`config.mk`:
```
export PLATFORM = sky130hd
export DESIGN_NAME = ovnh_ctrl
export DESIGN_NICKNAME = d
export VERILOG_FILES = /design/src/hw/rtl/ovnh_pkg.sv /design/src/hw/rtl/ovnh_ctrl.sv
export SDC_FILE = /design/constraint.sdc
export NUM_CORES = 1
export LEC_CHECK = 0
export BUFFER_PORTS_ARGS = -buffer_cell sky130_fd_sc_hd__clkbuf_2
export CAP_MARGIN = 20
export CORE_MARGIN = 5
export CORE_UTILIZATION = 35
export DETAILED_ROUTE_END_ITERATION = 10
export GPL_TIMING_DRIVEN = 0
export PLACE_DENSITY = 0.59
export SETUP_SLACK_MARGIN = 0.15
export SYNTH_ARGS = -nofsm -noshare
export SYNTH_HDL_FRONTEND = slang
export SYNTH_SLANG_ARGS = --single-unit
```
`constraint.sdc`:
```
create_clock -name clk -period 5.7 [get_ports clk]
set_clock_uncertainty 0.15 [all_clocks]
set_input_delay 0.285 -clock clk [delete_from_list [all_inputs] [get_ports clk]]
set_output_delay 0.285 -clock clk [all_outputs]
set_load 0.02 [all_outputs]
```
`src/hw/rtl/ovnh_pkg.sv`:
```
// ============================================================================
// ovnh_pkg
// Shared types, constants and the cosine weight function for the octave
// value noise height block.
// ============================================================================
package ovnh_pkg;

    // Configuration register indexes
    typedef enum logic [2:0] {
        REG_SEED     = 3'd0,
        REG_GAIN     = 3'd1,
        REG_OFFSET   = 3'd2,
        REG_OCTAVES  = 3'd3,
        REG_ROUGH    = 3'd4,
        REG_INV_SMTH = 3'd5
    } reg_index_t;

    // Controller states
    typedef enum logic [3:0] {
        ST_IDLE,
        ST_SETUP,
        ST_MIX,
        ST_SQ,
        ST_POLY,
        ST_FIN,
        ST_B1,
        ST_B2,
        ST_B3,
        ST_ACC,
        ST_SCALE,
        ST_BIAS,
        ST_HOLD
    } state_t;

    // Datapath operations
    typedef enum logic [3:0] {
        OP_NONE,
        OP_LOAD,
        OP_SETUP,
        OP_MIX,
        OP_SQ,
        OP_POLY,
        OP_FIN,
        OP_BLEND1,
        OP_BLEND2,
        OP_BLEND3,
        OP_ACCUM,
        OP_SCALE,
        OP_BIAS,
        OP_OUT
    } op_t;

    typedef struct packed {
        op_t        op;
        logic [1:0] corner;
    } dp_cmd_t;

    // Reset values of the configuration registers
    localparam logic [31:0] SEED_RST     = 32'd0;
    localparam logic [9:0]  GAIN_RST     = 10'd70;
    localparam logic [10:0] OFFSET_RST   = 11'd1;
    localparam logic [3:0]  OCTAVES_RST  = 4'd6;
    localparam logic [15:0] ROUGH_RST    = 16'd34734;
    localparam logic [23:0] INV_SMTH_RST = 24'd71392;

    // Hash and scaling constants
    localparam logic [31:0] HASH_MUL_A  = 32'd60493;
    localparam logic [31:0] HASH_ADD_B  = 32'd19990303;
    localparam logic [31:0] HASH_ADD_C  = 32'd1376312589;
    localparam logic [63:0] ANGLE_Q28   = 64'd842887331;
    localparam logic [14:0] INV_2P1_Q16 = 15'd31208;
    localparam logic [16:0] BIAS_Q16    = 17'd78643;
    localparam logic [16:0] NOISE_ONE   = 17'd65536;

    // Taylor divisors (2k-1)*2k for k = 1..15
    localparam logic [9:0] TAYLOR_DIV [15] = '{
        10'd2, 10'd12, 10'd30, 10'd56, 10'd90, 10'd132, 10'd182, 10'd240,
        10'd306, 10'd380, 10'd462, 10'd552, 10'd650, 10'd756, 10'd870
    };

    // Weight (1 - cos(theta))/2 in Q16 from a Q28 angle, Taylor series
    function automatic logic [16:0] cos_weight(input logic [63:0] theta);
        logic [63:0]        th2;
        logic [63:0]        term;
        logic signed [63:0] c;
        logic signed [63:0] w;
        th2  = (theta * theta) >> 28;
        term = 64'd1 << 28;
        c    = signed'(term);
        for (int k = 0; k < 15; k++)
        begin
            term = ((term * th2) >> 28) / TAYLOR_DIV[k];
            if (k[0] == 1'b0)
                c = c - signed'(term);
            else
                c = c + signed'(term);
        end
        w = (64'sd1 <<< 28) - c;
        if (w < 0)
            w = 0;
        w = (w + 64'sd4096) >>> 13;
        if (w > 64'sd65536)
            w = 64'sd65536;
        return w[16:0];
    endfunction

endpackage

```
`src/hw/rtl/ovnh_ctrl.sv`:
```
// ============================================================================
// ovnh_ctrl
// Sequencer: walks octaves and corners, issues datapath commands and owns
// the input and output handshakes.
// ============================================================================
module ovnh_ctrl
    import ovnh_pkg::*;
#(
    parameter int MAX_OCTAVES = 8
)
(
    input  logic       clk,
    input  logic       rst_n,
    input  logic       in_valid,
    output logic       in_stall,
    output logic       out_valid,
    input  logic       out_stall,
    input  logic [3:0] octave_count,
    output dp_cmd_t    cmd
);

    localparam int OW = $clog2(MAX_OCTAVES);

    state_t        state_reg, state_next;
    logic [OW-1:0] oct_reg, oct_next;
    logic [1:0]    corner_reg, corner_next;
    logic          out_valid_reg, out_valid_next;
    logic [4:0]    cnt;
    logic [5:0]    oct_plus2;
    logic          accept;

    // Clamp the octave setting
    assign cnt = ({1'b0, octave_count} > 5'(MAX_OCTAVES)) ? 5'(MAX_OCTAVES)
                                                          : {1'b0, octave_count};
    assign oct_plus2 = 6'(oct_reg) + 6'd2;
    assign accept    = in_valid && (state_reg == ST_IDLE);

    // Next state
    always_comb
    begin
        state_next  = state_reg;
        oct_next    = oct_reg;
        corner_next = corner_reg;
        case (state_reg)
            ST_IDLE:
            begin
                oct_next    = '0;
                corner_next = '0;
                if (in_valid)
                    state_next = (cnt > 5'd1) ? ST_SETUP : ST_SCALE;
            end
            ST_SETUP: state_next = ST_MIX;
            ST_MIX:   state_next = ST_SQ;
            ST_SQ:    state_next = ST_POLY;
            ST_POLY:  state_next = ST_FIN;
            ST_FIN:
            begin
                corner_next = corner_reg + 2'd1;
                state_next  = (corner_reg == 2'd3) ? ST_B1 : ST_MIX;
            end
            ST_B1:    state_next = ST_B2;
            ST_B2:    state_next = ST_B3;
            ST_B3:    state_next = ST_ACC;
            ST_ACC:
            begin
                if (oct_plus2 < {1'b0, cnt})
                begin
                    oct_next   = oct_reg + 1'b1;
                    state_next = ST_SETUP;
                end
                else
                    state_next = ST_SCALE;
            end
            ST_SCALE: state_next = ST_BIAS;
            ST_BIAS:  state_next = ST_HOLD;
            ST_HOLD:
            begin
                if (!out_valid_reg || !out_stall)
                    state_next = ST_IDLE;
            end
            default:  state_next = ST_IDLE;
        endcase
    end

    // Outputs and commands
    always_comb
    begin
        cmd.op         = OP_NONE;
        cmd.corner     = corner_reg;
        out_valid_next = out_valid_reg && out_stall;
        case (state_reg)
            ST_IDLE:  cmd.op = accept ? OP_LOAD : OP_NONE;
            ST_SETUP: cmd.op = OP_SETUP;
            ST_MIX:   cmd.op = OP_MIX;
            ST_SQ:    cmd.op = OP_SQ;
            ST_POLY:  cmd.op = OP_POLY;
            ST_FIN:   cmd.op = OP_FIN;
            ST_B1:    cmd.op = OP_BLEND1;
            ST_B2:    cmd.op = OP_BLEND2;
            ST_B3:    cmd.op = OP_BLEND3;
            ST_ACC:   cmd.op = OP_ACCUM;
            ST_SCALE: cmd.op = OP_SCALE;
            ST_BIAS:  cmd.op = OP_BIAS;
            ST_HOLD:
            begin
                if (!out_valid_reg || !out_stall)
                begin
                    cmd.op         = OP_OUT;
                    out_valid_next = 1'b1;
                end
            end
            default:  cmd.op = OP_NONE;
        endcase
    end

    assign in_stall  = (state_reg != ST_IDLE);
    assign out_valid = out_valid_reg;

    // Hold control state
    always_ff @(posedge clk or negedge rst_n)
    begin
        if (!rst_n)
        begin
            state_reg     <= ST_IDLE;
            oct_reg       <= '0;
            corner_reg    <= '0;
            out_valid_reg <= 1'b0;
        end
        else
        begin
            state_reg     <= state_next;
            oct_reg       <= oct_next;
            corner_reg    <= corner_next;
            out_valid_reg <= out_valid_next;
        end
    end

endmodule

```
==> key figures, run 1 <==
Status
  – Status: finished, final reports clean

Clock network
  – Total CTS buffers: 3
  – Clock Path Buffers: 2
  – Post-cts hold buffer count: 1
  – CTS tree: built
  – Root buffer cell: clkbuf_4
  – Clock insertion delay at the later pin of the skew report: 0.28 ns
  – # Post-CTS Setup Buffers: 0
  – Resized cells post-CTS: 0
  – CTS H-tree depth: 1
  – Clk sinks: 10
  – CTS clk-pin slew, worst paths: 0.08 ns

Die
  – I/O pin cnt: 16
  – Die Span Y: 58.4 um
  – Rows: 17
  – DIE AREA: approximately 0.0034 mm^2
  – Die width: 58.4 um
  – Initial core utilization: a little under two fifths
  – Core area: 0.00223 mm^2

Synthesis
  – Asr flop ratio synth: 100%
  – Ys Warns: 0
  – Part of the Yosys area used for sequential elements: 30.5%
  – Synth Area in XOR/XNOR: 1.07%
  – Main flop type after synthesis: dfrtp_1
  – Portion of netlist area occupied by mux cells: 1.22%
  – Syn Inst Count: 99
  – Cell variety after synth: 39
  – Compound-Gate Fraction of Synth Area: 28.9%
  – Synthesized Nets: about 110
  – Register bit total from synthesis: 10
  – Area leader, netlist: dfrtp_1
  – Synth top area cells: dfrtp_1 31%, ha_1 9.2%, o21ai_0 6.1%
  – Post-synth EDFFs: 0
  – Top-area cell type share of the netlist area: 30.5%
  – Adder-cell share of the synthesized area: 9.16%
  – Main combinational cell family by area after synthesis: compound AO/OA/AOI/OAI gates
  – Mapped Avg Cell Area: a little over 8 um^2
  – Synth Area in Simple Gates: 23.1%
  – Synth Cell Area: around 820 um^2

Route
  – DR vias: roughly 800
  – DRC Markers: 0
  – Iter 0 DRT Violations: 10
  – Final ANT Viol Nets: 0
  – Routed WL: 2020 um
  – Vias per Instance: 5.36
  – Detailed Routing Iterations Pass 1: 4
  – Routed len/inst: ~14 um

Final layout
  – Most common cell after layout, fill and taps aside: clkbuf_2
  – Nets: 134
  – Antenna cell count: 0
  – Max reg flops: 4
  – Commonest non-fill, non-tap cells in the layout: 15 x clkbuf_2, 10 x o21ai_0, 10 x dfrtp_1
  – Design area: 976 um^2
  – Fraction of layout cells with a size suffix above 1: between 20 and 25%
  – Non-filler instance count after layout: 147
  – Area Growth Syn to Fin: 19.1%

STA
  – Max-slew headroom: 69.2%
  – Post-route setup slack: roughly 3.6 ns
  – RSZ-0062 raised after global routing: false
  – Slew Limit Fails: 0
  – Least-Margin Pin Slew: 0.462 ns
  – Fmax: 466 MHz
  – Period utilization: 37.6%
  – Final Setup Violations: 0
  – Fin Setup TNS: 0 ns
  – Final min period: 2.14 ns
  – Hold Fails Final Rpt: 0

Place
  – Placed cell count: 142
  – Area post-placement: 930 um^2
  – HPWL Detailed: between 1500 and 2000 um
  – IO buf count: 15
  – Pre-CTS WS: about 3.6 ns
  – Routability cong.: 0.853

Pwr
  – VDD IR-drop max: ~290 uV
  – Leak Pwr: 0.445 nW
  – PD cells: 532 mW/mm^2
  – Tot Pwr: approximately 520 uW

Worst setup path
  – Crit path max-delay family: adder cells
  – Critical Path Most Common Cell: ha_1
  – Slowest cell delay on critical path: 0.44 ns
  – CP max stage cell: dfrtp_1
  – CP Class: flop to flop
  – Critical Path Sink Type: flop
  – CP bufs+invs: 0
  – Crit-path max FO: 6
  – Startpoint Class: flop
  – Critical Path RT: around 5.7 ns
  – CP cell instances: ha_1 > ha_1 > nand3_1 > nand2_1 > or2_4 > a221o_1
  – Critical Path AT: 2.16 ns

GRT
  – Largest net degree at the start of global routing: 11
  – Global-route wire length before repair: 3570 um
  – Vias in the first global route: 777
  – Remaining Overflow, GRT: 0
  – Antenna violations before repair: 0
  – GRT Total Usage: a little over an eighth

Worst hold path
  – Min-Delay Path Class: input pin to flop

Flow run
  – Max cap viols: 0
-- logic make-up (layout without fill, tap and decap cells) --
| kind of cell | after synthesis | in the layout |
|---|---|---|
| adder cells (fa/ha/maj) | 6 | 6 |
| flip-flops | 10 | 10 |
| XOR/XNOR | 1 | 1 |
| multiplexers | 1 | 1 |
| AO/OA/AOI/OAI | 35 | 35 |
| buffers and inverters | 12 | 32 |
| AND/OR/NAND/NOR | 34 | 34 |
-- synth_stat cells, types with 2 or more instances --
cell / n
dfrtp_1: 10
o21ai_0: 10
nand2_1: 9
nor2_1: 8
a21oi_1: 7
ha_1: 6
inv_1: 6
buf_2: 4
a22o_1: 2
nand2b_1: 2
nand3_1: 2
nor3_1: 2
nor4_1: 2
o21a_1: 2
o21bai_1: 2
o311ai_1: 2
-- layout make-up --
type	count	area [um^2]
Inverter	6	22.5
Timing Repair Buffer	16	85.1
Buffer	6	27.5
Fill cell	246	1260
Tap cell	28	35.0
Multi-Input combinational cell	77	519
Clock buffer	4	36.3
Sequential cell	10	250
-- power by group --
part / switching, mW / internal [mW] / leakage [nW] / total [mW]
clock network: 0.0313 / 0.0389 / 0.0210 / 0.0702
registers: 0.0246 / 0.0956 / 0.132 / 0.120
logic: 0.202 / 0.127 / 0.292 / 0.329
-- layer usage --
layer,part of all wire (%),up-vias,GRT usage [%]
met1,49,367,17.4
met4,2.3,0,7.28
li1,-,403,-
met3,3.4,5,2.41
met5,0,-,0
met2,45,13,21.7
-- tightest hold or removal path, stage by stage --
cell and delay (ns):
clkbuf_2 0.11, nand2_1 0.08, o21ai_0 0.08
-- per-stage QoR --
step                util [%]  hold slack, ns
detailed placement      41.6          0.0234
floorplan                  -          -0.161
CTS                     43.7           0.145
finish                  43.7           0.158
global route            43.7           0.151
global placement        41.6          0.0265
-- path summary, 6_finish.rpt --
| path | start | to | slack, ns | depth (start not counted) |
|---|---|---|---|---|
| max | oct_reg[1] | oct_reg[0] | 3.56 | 6 |
| max reg2reg | oct_reg[1] | oct_reg[0] | 3.56 | 6 |
| max in group asynchronous | rst_n | corner_reg[1] | 4.93 | 2 |
| min reg2reg | oct_reg[2] | oct_reg[2] | 0.40 | 2 |
| min | out_stall | out_valid | 0.16 | 3 |
| min in group asynchronous | rst_n | oct_reg[2] | 0.25 | 2 |
(Power assumes the default switching activity.)
==> inputs of run 2 (changes only) <==
==> constraint.sdc (replaced) <==
create_clock -name clk -period 2.19 [get_ports clk]
set_clock_uncertainty 0.15 [all_clocks]
set_input_delay 0.1095 -clock clk [delete_from_list [all_inputs] [get_ports clk]]
set_output_delay 0.1095 -clock clk [all_outputs]
set_load 0.02 [all_outputs]
==> key figures, run 2 (synthesis results as in run 1) <==
Die
  – Rows: 17
  – Die width: between 50 and 60 um
  – I/O pin cnt: 16
  – Die Span Y: 58.4 um
  – Initial core utilization: 36.7%
  – DIE AREA: 0.00341 mm^2
  – Core area: 0.00223 mm^2

GRT
  – GRT Total Usage: about 14%
  – Vias in the first global route: between 700 and 800
  – Remaining Overflow, GRT: 0
  – Global-route wire length before repair: 3640 um
  – Antenna violations before repair: 0
  – Largest net degree at the start of global routing: 11

Final layout
  – Nets: between 100 and 150
  – Most common cell after layout, fill and taps aside: clkbuf_2
  – Filler Cells Inserted: around 240
  – Fraction of layout cells with a size suffix above 1: 30.3%
  – Area Growth Syn to Fin: 24.6%
  – Antenna cell count: 0
  – Non-filler instance count after layout: 150
  – Commonest non-fill, non-tap cells in the layout: 17 x clkbuf_2, 10 x o21ai_0, 10 x dfrtp_1
  – Max reg flops: 4

Worst setup path
  – Crit path launch: oct_reg[2]
  – Critical Path RT: approximately 2.2 ns
  – FF-to-FF setup slack: ~0.14 ns
  – Critical Path AT: 2.06 ns
  – Startpoint Class: flop
  – Critical Path Sink Type: flop
  – Crit-path max FO: 4
  – Launching point of the worst reg2reg path: oct_reg[2]
  – CP Class: flop to flop

Clock network
  – Clk sinks: 10
  – Total CTS buffers: 3
  – Clock Path Buffers: 2
  – CTS tree: built
  – CTS H-tree depth: 1
  – CTS clk-pin slew, worst paths: 0.08 ns
  – Root buffer cell: clkbuf_4
  – Clock insertion delay at the later pin of the skew report: 0.28 ns

STA
  – Fin Setup TNS: 0 ns
  – Hold Fails Final Rpt: 0
  – Slew Limit Fails: 0
  – Least-Margin Pin Slew: 0.300 ns
  – RSZ-0062 raised after global routing: true
  – Fmax: about 490 MHz
  – Period utilization: 93.4%
  – Max-slew headroom: 79.8%
  – Final min period: roughly 2.0 ns
  – Final Setup Violations: 0

Status
  – Status: finished, final reports clean

Flow run
  – Max cap viols: 0

Pwr
  – PD cells: 1370 mW/mm^2
  – Leak Pwr: 0.468 nW
  – VDD IR-drop max: 790 uV

Route
  – Vias per Instance: 5.35
  – DRC Markers: 0
  – Routed WL: around 2100 um
  – Iter 0 DRT Violations: 10
  – Routed len/inst: ~14 um
  – DR vias: 803
  – Final ANT Viol Nets: 0
  – Detailed Routing Iterations Pass 1: 4

Worst hold path
  – Min-Delay Path Class: input pin to flop
  – Hold Path Origin: octave_count[2]

Place
  – IO buf count: 15
  – HPWL Detailed: 1560 um
  – Routability cong.: about 0.85
  – Placed cell count: 142
-- run 2: changes by cell type in the layout (fill, tap and decap cells not counted) --
cell           before  now
a21oi_1             7    6
a21oi_2             0    1
a221oi_1            1    0
a221oi_2            0    1
buf_1               1    0
buf_4               0    2
clkbuf_1            1    0
clkbuf_2           15   17
dlygate4sd3_1       1    2
nand2_1             9    8
nand2_2             0    1
nand3_1             2    1
nand3_2             0    1
-- run 2: worst paths after layout --
check | end | cells after the start
hold / removal | state_reg[1] | 4
hold reg to reg | oct_reg[2] | 2
max in group asynchronous | corner_reg[1] | 2
min in group asynchronous | oct_reg[2] | 2
setup reg to reg | oct_reg[0] | 6
setup / recovery | oct_reg[0] | 6
-- run 2: report_power, final --
part | total [mW] | leakage (nW) | switching, mW | internal (mW)
clock | 0.182 | 0.0210 | 0.0804 | 0.101
combinational | 0.911 | 0.316 | 0.549 | 0.362
sequential | 0.310 | 0.132 | 0.0606 | 0.249
-- run 2: what timing repair did --
item / in CTS / in global routing
endpoints found under the setup margin: 3 / 6
setup buffers: 2 / 0
hold buffers: 2 / 0
endpoints found under the hold margin: 11 / 0
pin swaps: 1 / 0
resized for setup: 2 / 5
-- run 2: through the flow --
step	hold WS, ns	total power [mW]	utilization (%)	setup slack, ns	instance area, um^2
global route	0.0647	1.54	45.7	0.0976	1020
CTS	0.0114	1.39	45.1	0.151	1010
floorplan	-0.336	0.946	-	0.171	820
global placement	-0.149	1.16	41.6	0.0603	930
finish	0.0324	1.40	45.7	0.145	1020
detailed placement	-0.152	1.17	41.6	0.0524	930
-- run 2: cell type report --
cell class	count	area [um^2]	area share, %
multi-input combinational	77	537	52.6
sequential	10	250	24.5
timing repair buffer	19	110	10.8
clock buffer	4	36.3	3.55
tap	28	35.0	3.43
buffer	6	30.0	2.94
inverter	6	22.5	2.21
-- run 2: critical path: stages (launching register included) --
cell and delay [ns]:
dfrtp_1 0.41, ha_1 0.28, ha_1 0.32, nand3_1 0.11, nand2_2 0.08, or2_4 0.26
a221o_1 0.31
-- run 2: per-layer routing --
metal	GRT usage [%]	wire, um	vias up
li1	-	-	411
met1	17.0	996	371
met2	23.1	965	16
met3	2.63	87	5
met4	7.28	46	0
met5	0	0	-
